--- src/hw/rtl/cts_pkg.sv ---
// ----------------------------------------------------------------------------
// cts_pkg
// shared types and constants of the clock time-set key front end
// ----------------------------------------------------------------------------
package cts_pkg;

    localparam int unsigned HOUR_W   = 5;
    localparam int unsigned MINUTE_W = 6;
    localparam int unsigned CFG_W    = 8;
    localparam int unsigned CFG_IDX_W = 2;
    localparam int unsigned OP_W     = 2;
    localparam int unsigned S_DATA_W = 16;
    localparam int unsigned M_DATA_W = 16;

    localparam logic [HOUR_W-1:0]   HOUR_MAX   = 5'd23;
    localparam logic [MINUTE_W-1:0] MINUTE_MAX = 6'd59;

    localparam logic [CFG_W-1:0] DEBOUNCE_RST = 8'd5;
    localparam logic [CFG_W-1:0] LONG_RST     = 8'd100;
    localparam logic [CFG_W-1:0] REPEAT_RST   = 8'd50;
    localparam logic [CFG_W-1:0] CEILING_RST  = 8'hf0;

    localparam logic [CFG_IDX_W-1:0] CFG_DEBOUNCE = 2'd0;
    localparam logic [CFG_IDX_W-1:0] CFG_LONG     = 2'd1;
    localparam logic [CFG_IDX_W-1:0] CFG_REPEAT   = 2'd2;
    localparam logic [CFG_IDX_W-1:0] CFG_CEILING  = 2'd3;

    typedef enum logic [OP_W-1:0] {
        OP_TICK  = 2'd0,
        OP_CHECK = 2'd1,
        OP_LOAD  = 2'd2
    } op_t;

    typedef struct packed {
        logic [OP_W-1:0]     op;
        logic                minus_pressed;
        logic                plus_pressed;
        logic [HOUR_W-1:0]   load_hour;
        logic [MINUTE_W-1:0] load_minute;
    } cts_item_t;

    typedef struct packed {
        logic [HOUR_W-1:0]   hour_now;
        logic [MINUTE_W-1:0] minute_now;
        logic                time_changed;
    } cts_result_t;

    typedef struct packed {
        logic                 we;
        logic [CFG_IDX_W-1:0] index;
        logic [CFG_W-1:0]     data;
    } cts_cfg_t;

endpackage

--- src/hw/rtl/cts_in_reg.sv ---
// ----------------------------------------------------------------------------
// cts_in_reg
// input register stage: holds one accepted item until the core takes it
// ----------------------------------------------------------------------------
module cts_in_reg
(
    input  logic                clk,
    input  logic                rst_n,
    input  logic                in_valid,
    output logic                in_ready,
    input  cts_pkg::cts_item_t  in_item,
    output logic                item_valid,
    input  logic                item_take,
    output cts_pkg::cts_item_t  item
);
    import cts_pkg::*;

    logic      valid_reg;
    logic      valid_next;
    cts_item_t item_reg;

    // free when empty or when the held item leaves this cycle
    assign in_ready   = !valid_reg || item_take;
    assign valid_next = (in_valid && in_ready) || (valid_reg && !item_take);

    always_ff @(posedge clk or negedge rst_n)
    begin
        if (!rst_n)
        begin
            valid_reg <= 1'b0;
        end
        else
        begin
            valid_reg <= valid_next;
        end
    end

    always_ff @(posedge clk)
    begin
        if (in_valid && in_ready)
        begin
            item_reg <= in_item;
        end
    end

    assign item_valid = valid_reg;
    assign item       = item_reg;

endmodule

--- src/hw/rtl/cts_core.sv ---
// ----------------------------------------------------------------------------
// cts_core
// key hold counters, heartbeat, step spacing and time registers
// ----------------------------------------------------------------------------
module cts_core
(
    input  logic                 clk,
    input  logic                 rst_n,
    input  cts_pkg::cts_cfg_t    cfg,
    input  logic                 step_en,
    input  cts_pkg::cts_item_t   item,
    output cts_pkg::cts_result_t result
);
    import cts_pkg::*;

    logic [CFG_W-1:0] debounce_reg;
    logic [CFG_W-1:0] long_reg;
    logic [CFG_W-1:0] repeat_reg;
    logic [CFG_W-1:0] ceiling_reg;

    logic [CFG_W-1:0]    minus_hold_reg, minus_hold_next;
    logic [CFG_W-1:0]    plus_hold_reg, plus_hold_next;
    logic [CFG_W-1:0]    heartbeat_reg, heartbeat_next;
    logic [CFG_W-1:0]    last_step_reg, last_step_next;
    logic [MINUTE_W-1:0] minute_reg, minute_next;
    logic [HOUR_W-1:0]   hour_reg, hour_next;

    logic [CFG_W-1:0]    elapsed;
    logic                spacing_ok;
    logic                step_up;
    logic                step_down;
    logic [MINUTE_W-1:0] up_minute, dn_minute;
    logic [HOUR_W-1:0]   up_hour, dn_hour;
    logic                changed;

    always_ff @(posedge clk or negedge rst_n)
    begin
        if (!rst_n)
        begin
            debounce_reg <= DEBOUNCE_RST;
            long_reg     <= LONG_RST;
            repeat_reg   <= REPEAT_RST;
            ceiling_reg  <= CEILING_RST;
        end
        else if (cfg.we)
        begin
            case (cfg.index)
                CFG_DEBOUNCE: debounce_reg <= cfg.data;
                CFG_LONG:     long_reg     <= cfg.data;
                CFG_REPEAT:   repeat_reg   <= cfg.data;
                CFG_CEILING:  ceiling_reg  <= cfg.data;
                default:      ;
            endcase
        end
    end

    // spacing check, bypassed while either key is long pressed
    assign elapsed    = heartbeat_reg - last_step_reg;
    assign spacing_ok = (plus_hold_reg >= long_reg) || (minus_hold_reg >= long_reg)
                        || (elapsed >= repeat_reg);
    assign step_up    = spacing_ok && (plus_hold_reg > debounce_reg);
    assign step_down  = spacing_ok && (minus_hold_reg > debounce_reg);

    // minute up first, then down from that result
    always_comb
    begin
        up_minute = minute_reg;
        up_hour   = hour_reg;
        if (step_up)
        begin
            if (minute_reg >= MINUTE_MAX)
            begin
                up_minute = '0;
                up_hour   = (hour_reg >= HOUR_MAX) ? '0 : hour_reg + 1'b1;
            end
            else
            begin
                up_minute = minute_reg + 1'b1;
            end
        end
        dn_minute = up_minute;
        dn_hour   = up_hour;
        if (step_down)
        begin
            if (up_minute == '0)
            begin
                dn_minute = MINUTE_MAX;
                dn_hour   = (up_hour == '0) ? HOUR_MAX : up_hour - 1'b1;
            end
            else
            begin
                dn_minute = up_minute - 1'b1;
            end
        end
    end

    always_comb
    begin
        minus_hold_next = minus_hold_reg;
        plus_hold_next  = plus_hold_reg;
        heartbeat_next  = heartbeat_reg;
        last_step_next  = last_step_reg;
        minute_next     = minute_reg;
        hour_next       = hour_reg;
        changed         = 1'b0;
        case (op_t'(item.op))
            OP_TICK:
            begin
                if (!item.minus_pressed)
                    minus_hold_next = '0;
                else if (minus_hold_reg < ceiling_reg)
                    minus_hold_next = minus_hold_reg + 1'b1;
                if (!item.plus_pressed)
                    plus_hold_next = '0;
                else if (plus_hold_reg < ceiling_reg)
                    plus_hold_next = plus_hold_reg + 1'b1;
                heartbeat_next = heartbeat_reg + 1'b1;
            end
            OP_CHECK:
            begin
                changed     = step_up || step_down;
                minute_next = dn_minute;
                hour_next   = dn_hour;
                if (changed)
                    last_step_next = heartbeat_reg;
            end
            OP_LOAD:
            begin
                hour_next   = (item.load_hour > HOUR_MAX) ? HOUR_MAX : item.load_hour;
                minute_next = (item.load_minute > MINUTE_MAX) ? MINUTE_MAX
                                                              : item.load_minute;
            end
            default: ;
        endcase
    end

    always_ff @(posedge clk or negedge rst_n)
    begin
        if (!rst_n)
        begin
            minus_hold_reg <= '0;
            plus_hold_reg  <= '0;
            heartbeat_reg  <= '0;
            last_step_reg  <= '0;
            minute_reg     <= '0;
            hour_reg       <= '0;
        end
        else if (step_en)
        begin
            minus_hold_reg <= minus_hold_next;
            plus_hold_reg  <= plus_hold_next;
            heartbeat_reg  <= heartbeat_next;
            last_step_reg  <= last_step_next;
            minute_reg     <= minute_next;
            hour_reg       <= hour_next;
        end
    end

    assign result.hour_now     = hour_next;
    assign result.minute_now   = minute_next;
    assign result.time_changed = changed;

endmodule

--- src/hw/rtl/clock_time_set_keys_top.sv ---
// ----------------------------------------------------------------------------
// clock_time_set_keys_top
// time-set key front end: debounce, auto-repeat and hour/minute stepping
// ----------------------------------------------------------------------------
//
// channel   direction  fields (lowest bit up)
// s_axis    in         tdata: minus_pressed, plus_pressed, load_hour, load_minute
//                      tuser: op (0 tick, 1 check, 2 load)
// m_axis    out        tdata: hour_now, minute_now, time_changed
// cfg       in         cfg_we, cfg_index, cfg_data (8-bit registers 0..3)
//
// one item per cycle sustained while the output is taken; an item goes from input
// to output through the input register, then core logic into the result register
// the hold counters, heartbeat and time registers update as the item leaves
// the input register, so the next item sees them without a bubble
// a stalled output holds its item; the input register takes one more item
// behind it, then tready drops until the output is taken
// reset clears the valid flags and core state and loads the register defaults at once
//
module clock_time_set_keys_top
(
    input  logic                              clk,
    input  logic                              rst_n,
    input  logic                              s_axis_tvalid,
    output logic                              s_axis_tready,
    // minus_pressed, plus_pressed, load_hour[4:0], load_minute[5:0], zero pad
    input  logic [cts_pkg::S_DATA_W-1:0]      s_axis_tdata,
    // op[1:0]
    input  logic [cts_pkg::OP_W-1:0]          s_axis_tuser,
    output logic                              m_axis_tvalid,
    input  logic                              m_axis_tready,
    // hour_now[4:0], minute_now[5:0], time_changed, zero pad
    output logic [cts_pkg::M_DATA_W-1:0]      m_axis_tdata,
    input  logic                              cfg_we,
    input  logic [cts_pkg::CFG_IDX_W-1:0]     cfg_index,
    input  logic [cts_pkg::CFG_W-1:0]         cfg_data
);
    import cts_pkg::*;

    cts_item_t   in_item;
    cts_item_t   item;
    logic        item_valid;
    logic        advance;
    cts_cfg_t    cfg;
    cts_result_t result;
    cts_result_t out_reg;
    logic        out_valid_reg;
    logic        out_valid_next;

    // unpack the input item
    assign in_item.op            = s_axis_tuser;
    assign in_item.minus_pressed = s_axis_tdata[0];
    assign in_item.plus_pressed  = s_axis_tdata[1];
    assign in_item.load_hour     = s_axis_tdata[6:2];
    assign in_item.load_minute   = s_axis_tdata[12:7];

    assign cfg.we    = cfg_we;
    assign cfg.index = cfg_index;
    assign cfg.data  = cfg_data;

    // core works on the held item whenever the result register can take it
    assign advance = item_valid && (!out_valid_reg || m_axis_tready);

    cts_in_reg u_in_reg
    (
        .clk        (clk),
        .rst_n      (rst_n),
        .in_valid   (s_axis_tvalid),
        .in_ready   (s_axis_tready),
        .in_item    (in_item),
        .item_valid (item_valid),
        .item_take  (advance),
        .item       (item)
    );

    cts_core u_core
    (
        .clk     (clk),
        .rst_n   (rst_n),
        .cfg     (cfg),
        .step_en (advance),
        .item    (item),
        .result  (result)
    );

    // result register
    assign out_valid_next = advance || (out_valid_reg && !m_axis_tready);

    always_ff @(posedge clk or negedge rst_n)
    begin
        if (!rst_n)
        begin
            out_valid_reg <= 1'b0;
        end
        else
        begin
            out_valid_reg <= out_valid_next;
        end
    end

    always_ff @(posedge clk)
    begin
        if (advance)
        begin
            out_reg <= result;
        end
    end

    assign m_axis_tvalid = out_valid_reg;
    assign m_axis_tdata  = {4'b0000, out_reg.time_changed, out_reg.minute_now,
                            out_reg.hour_now};

endmodule

--- config.mk ---
export PLATFORM = sky130hd
export DESIGN_NAME = clock_time_set_keys_top
export DESIGN_NICKNAME = d
export VERILOG_FILES = /design/src/hw/rtl/cts_pkg.sv /design/src/hw/rtl/cts_in_reg.sv /design/src/hw/rtl/cts_core.sv /design/src/hw/rtl/clock_time_set_keys_top.sv
export SDC_FILE = /design/constraint.sdc
export NUM_CORES = 1
export LEC_CHECK = 0
export BUFFER_PORTS_ARGS = -buffer_cell sky130_fd_sc_hd__buf_2
export CORE_MARGIN = 2
export CORE_UTILIZATION = 55
export DETAILED_ROUTE_END_ITERATION = 12
export PLACE_DENSITY_LB_ADDON = 0.2
export SYNTH_ARGS = -nofsm -noshare
export SYNTH_HDL_FRONTEND = slang
export SYNTH_SLANG_ARGS = --single-unit
export TNS_END_PERCENT = 1
--- constraint.sdc ---
create_clock -name clk -period 4.6 [get_ports clk]
set_input_delay 0.92 -clock clk [delete_from_list [all_inputs] [get_ports clk]]
set_output_delay 0.92 -clock clk [all_outputs]
set_load 0.02 [all_outputs]
After elaboration in Yosys (flattened, before gate mapping)
Index checks and enable logic that the tools add are counted.
{ "word_totals": {"reg_bits": 104, "in_bits": 33, "out_inout_bits": 18} }
{ "op_classes": {"addsub": 8, "order_cmp": 11, "n_eq_ne": 7, "muxes": 18, "reduce_logical": 29} }
{ "ops": {"columns": ["cell", "count"], "rows": [
  ["$mux W5", 7],
  ["$mux W8", 4],
  ["$mux W6", 5],
  ["$add A8 B1 Y8 const B", 3],
  ["$ge A8 B8 Y1", 3],
  ["$gt A8 B8 Y1", 2],
  ["$lt A8 B8 Y1", 2],
  ["$pmux W6 S2", 1],
  ["$pmux W5 S2", 1],
  ["$reduce_and A2 Y1", 5],
  ["$reduce_and A3 Y1", 3],
  ["$sub A8 B8 Y8", 1],
  ["$logic_or A1 B1 Y1", 7],
  ["$add A6 B1 Y6 const B", 1],
  ["$eq A2 B2 Y1 const B", 3],
  ["$ge A6 B6 Y1 const B", 1],
  ["$gt A6 B6 Y1 const B", 1],
  ["$logic_and A1 B1 Y1", 6],
  ["$logic_not A6 Y1", 1],
  ["$sub A6 B1 Y6 const B", 1],
  ["$add A5 B1 Y5 const B", 1],
  ["$ge A5 B5 Y1 const B", 1],
  ["$gt A5 B5 Y1 const B", 1],
  ["$logic_not A5 Y1", 1],
  ["5 further kinds", 11]
]} }

Longest topological paths before layout
{ "logic_depth": {"ltp_word": 10, "ltp_mapped": 26, "depth_no_buf": 25} }

Modules after synthesis
A second synthesis with hierarchy kept.
{ "unflattened": {"hier_cells": 655, "area_unflattened_um2": 6613.8} }
{ "modules_own_cells": {"columns": ["mod", "n_inst", "cells_per_inst", "area_per_inst_um2", "seq_area_each_um2"], "rows": [
  ["cts_core", 1, 615, 5671.7, 1891.8],
  ["cts_in_reg", 1, 19, 504.2, 475.5],
  ["clock_time_set_keys_top", 1, 21, 437.9, 385.4]
]} }

Worst setup path after synthesis
Ideal clock, no wire load.
{ "synth_timing": {"path_type": "register to register", "start": "register u_core.heartbeat_reg[1]", "end": "register out_reg (netlist bit m_axis_tdata[2]), data pin", "setup_time_ns": 0.152, "arrival_ns": 4.415, "required_ns": 4.448, "setup_slack_ns": 0.033, "path_stages_with_launch": 24, "cell_sequence": "dfrtp_1 ha_1 a21oi_1 o21ai_0 a21oi_1 nor2_1 o21ai_0 nand2b_1 a21oi_1 xnor2_1 ha_1 a222oi_1 nor4b_1 o31a_1 and3_4 nand2b_1 nor3_1 a21oi_1 ha_1 o2111ai_1 nor3_4 a21oi_1 a311o_1 a31oi_1"} }
{ "synth_lines": {"columns": ["item", "line", "rtl"], "rows": [
  ["start, declared", "cts_core.sv:23", "logic [CFG_W-1:0] heartbeat_reg, heartbeat_next;"],
  ["start signal, assigned", "cts_core.sv:152", "heartbeat_reg <= heartbeat_next;"],
  ["end signal, assigned", "clock_time_set_keys_top.sv:105", "out_reg <= result;"],
  ["end, declared", "clock_time_set_keys_top.sv:46", "cts_result_t out_reg;"]
]} }

==> metrics <==
Clk pin slew, worst setup/hold paths=roughly 0.070 ns; Area Overhead vs Synth=16.9%; initial antenna violation count=0; Initial Utilization=56.8%; core area=between 0.01 and 0.015 mm2; Post-Place Worst Slack=-0.299 ns; CTS Hold Bufs=0; Leak=0.00338 uW; Yosys reg bits=approximately 100; ranking of synthesized cells by area=dfrtp_1, ha_1, edfxtp_1; max-capacitance violation count=0; post-route ant nets=0; Worst path slowest cell=dfrtp_1; largest net degree at the start of global routing=78; worst-skew pair later-pin latency=0.35 ns; initial DRC count=323; largest area contributor in the synthesized netlist=dfrtp_1; GRT Util Overall=~24%; Via density=5.90; post-synthesis async set-or-reset flop share=roughly three quarters; Max Slew Vio Count=0; Crit Path Class=reg2reg; fmax=between 200 and 250 MHz; wire per inst=approximately 17 um; Cell variety after synth=between 60 and 70; I/O pins=51; crit path launch type=flop; DR pass1 iterations=5; CP endpoint kind=flop; CTS Buffer Depth=2; Worst path most repeated cell=a21oi_2; r2r setup slk=-0.16 ns; Die ar.=approximately 0.013 mm2; max incr delay on CP=approximately 0.42 ns; Final setup viols=10; Most used DFF post-synth=dfrtp_1; Syn Inst Count=about 650; Num CTS Buffers=9; clk root buf=clkbuf_16; commonest cells after routing, fill and taps aside=ha_1, dfrtp_1, inv_1; Total Power=3810 uW; first-pass GRT wire length=about 24000 um; unrepaired setup endpoints after global routing=yes; GP Congestion=0.870; CP Data Arrival Time=slightly below 5 ns; DR vias=about 5100; Worst Max-Slew Pin Slew=between 0.9 and 1 ns; fin crit share=103%; Tmin final=about 4.8 ns; Final #Nets=830; mux contribution to synthesized area=between 6 and 7%; failing checks=setup timing; number of remaining DRC errors=0; Remaining Overflow, GRT=0; placed instance count=843; post-layout util=66.4%; diode count=0; final hold vios=0; Max-slew headroom=33.8%; skew final=0.00827 ns; Fill cells=just under 900; CP Data Required Time=between 4 and 5 ns; Die Height=about 110 um; critical-path maximum fanout=3; die width=113 um; top-area cell type share of the netlist area=between 20% and 30%; CP cell instances=ha_4 > a21oi_2 > o21ai_2 > a21oi_2 > nor2_2 > o21ai_1 > nand2b_1 > a21oi_2 > xnor2_1 > ha_1 > a222oi_1 > nor4b_2 > o31a_1 > and3_4 > nand2b_4 > nor3_2 > a21oi_2 > ha_2 > o21ai_0 > o41a_1 > mux2i_2 > a22oi_2 > a21oi_2; post-synthesis xor/xnor area fraction=4.04%; HPWL after DPL=10600 um; layout cells sized above 1=between 20% and 30%; syn_area_per_cell=10.1 um2; fin worst setup slack=-0.159 ns; Final Non-Filler Cells=872; P per Cell Area=501 mW/mm2; number of global-route vias before repair=5171; synthesized-area fraction occupied by adder cells=between 10 and 15%; H-tree depth=3; leading cell type in the layout, fill and taps excluded=ha_1; Hold/Removal Path Class=reg2reg; Mapped Area=~0.0065 mm2; CTS tree=yes; row count=39; status=finished, violations left; Post-synth EDFFs=27; max reg flops=15; largest family of logic cells by synthesized area=compound AO/OA/AOI/OAI gates; Simple-Gate Fraction of Synth Area=between 10% and 20%; total wire length=approximately 15000 um; Synth Area in Compound Gates=between 10 and 15%; IO Port Bufs=43; synth warn=0; setup TNS=-0.451 ns; CTS Sinks=~100; Worst VDD drop=~360 uV; register area share after synthesis=between 40% and 50%
[logic make-up after synthesis]
family	Yosys count
AND/OR/NAND/NOR	182
flip-flops	104
AO/OA/AOI/OAI	147
other	1
buffers and inverters	72
multiplexers	36
adder cells (fa/ha/maj)	73
XOR/XNOR	30
[per-stage QoR]
stage | area [um2] | hold slack [ns]
2_1_floorplan | 6520 | 0.456
3_3_place_gp | 7050 | 0.475
3_5_place_dp | 7050 | 0.494
4_1_cts | 7550 | 0.510
5_1_grt | 7610 | 0.528
6_report | 7610 | 0.508
[synth_stat cells, types with 3 or more instances]
cell	instances
nor2b_1	5
nor3_1	9
a31oi_1	14
buf_4	4
dfstp_2	12
and3_1	7
a21o_1	6
edfxtp_1	27
clkbuf_1	13
nand2b_1	14
nand4_1	11
ha_1	72
nand3b_1	3
dfrtp_1	65
xor2_1	4
a21oi_1	38
a211o_1	3
xnor2_1	26
o21ai_1	4
o21a_1	4
a211oi_1	11
nand3_1	11
inv_1	53
nor2_1	51
and2_1	5
mux2_2	34
o21ai_0	31
o31ai_1	4
nand2_1	48
a22o_1	3
[routing by layer]
metal	share of wire (%)	track usage [%]	up-vias
met5	0	0	-
met4	2.1	8.78	0
met3	4.5	3.43	26
met2	48	39.5	147
met1	46	32.7	2492
li1	-	-	2480
[where the power goes]
group / switching (uW) / leakage, uW / internal [uW] / total, uW
Combinational: 867 / 0.00203 / 861 / 1730
Clock: 340 / 0.000143 / 425 / 765
Sequential: 187 / 0.00121 / 1130 / 1310
Total: 1390 / 0.00338 / 2410 / 3810
[path summary, 6_finish.rpt]
kind / start / end / cells after the start
worst max-delay path: u_core.heartbeat_reg[1]$_DFFE_PN0P_ / m_axis_tdata[6]$_DFFE_PP_ / 23
worst min-delay path: u_core.repeat_reg[7]$_DFFE_PN0P_ / u_core.repeat_reg[7]$_DFFE_PN0P_ / 1
worst max register to register: u_core.heartbeat_reg[1]$_DFFE_PN0P_ / m_axis_tdata[6]$_DFFE_PP_ / 23
worst min register to register: u_core.repeat_reg[7]$_DFFE_PN0P_ / u_core.repeat_reg[7]$_DFFE_PN0P_ / 1
max in group asynchronous: rst_n / u_core.long_reg[0]$_DFFE_PN0P_ / 1
min in group asynchronous: rst_n / u_core.ceiling_reg[2]$_DFFE_PN0P_ / 1
[worst max-delay path, delay by kind of cell (launching register included)]
| kind | cells | cell delay [ns] |
|---|---|---|
| and+or+nand+nor | 6 | 0.85 |
| adders and majority gates | 3 | 0.77 |
| xor gates and xnor gates | 1 | 0.16 |
| AOI/OAI and AO/OA | 12 | 2.17 |
| DFF | 1 | 0.42 |
| muxes | 1 | 0.24 |
[what timing repair did]
action                     in CTS  in global routing
setup buffers                  12                  1
setup endpoints to repair      22                 22
gates resized for setup        22                 19
pin swaps                      25                 16
gates cloned                    1                  0
[area by class of cell]
| class | count | area (um2) | area share [%] |
|---|---|---|---|
| multi-input cells | 472 | 3630 | 47.8 |
| clock buffers | 10 | 229 | 3.01 |
| flip-flops and latches | 104 | 2750 | 36.2 |
| well taps | 143 | 179 | 2.35 |
| repair buffers | 84 | 546 | 7.17 |
| clock inverters | 6 | 68.8 | 0.904 |
| inverters | 53 | 199 | 2.61 |
No activity file was read; power rests on OpenSTA's default activity.
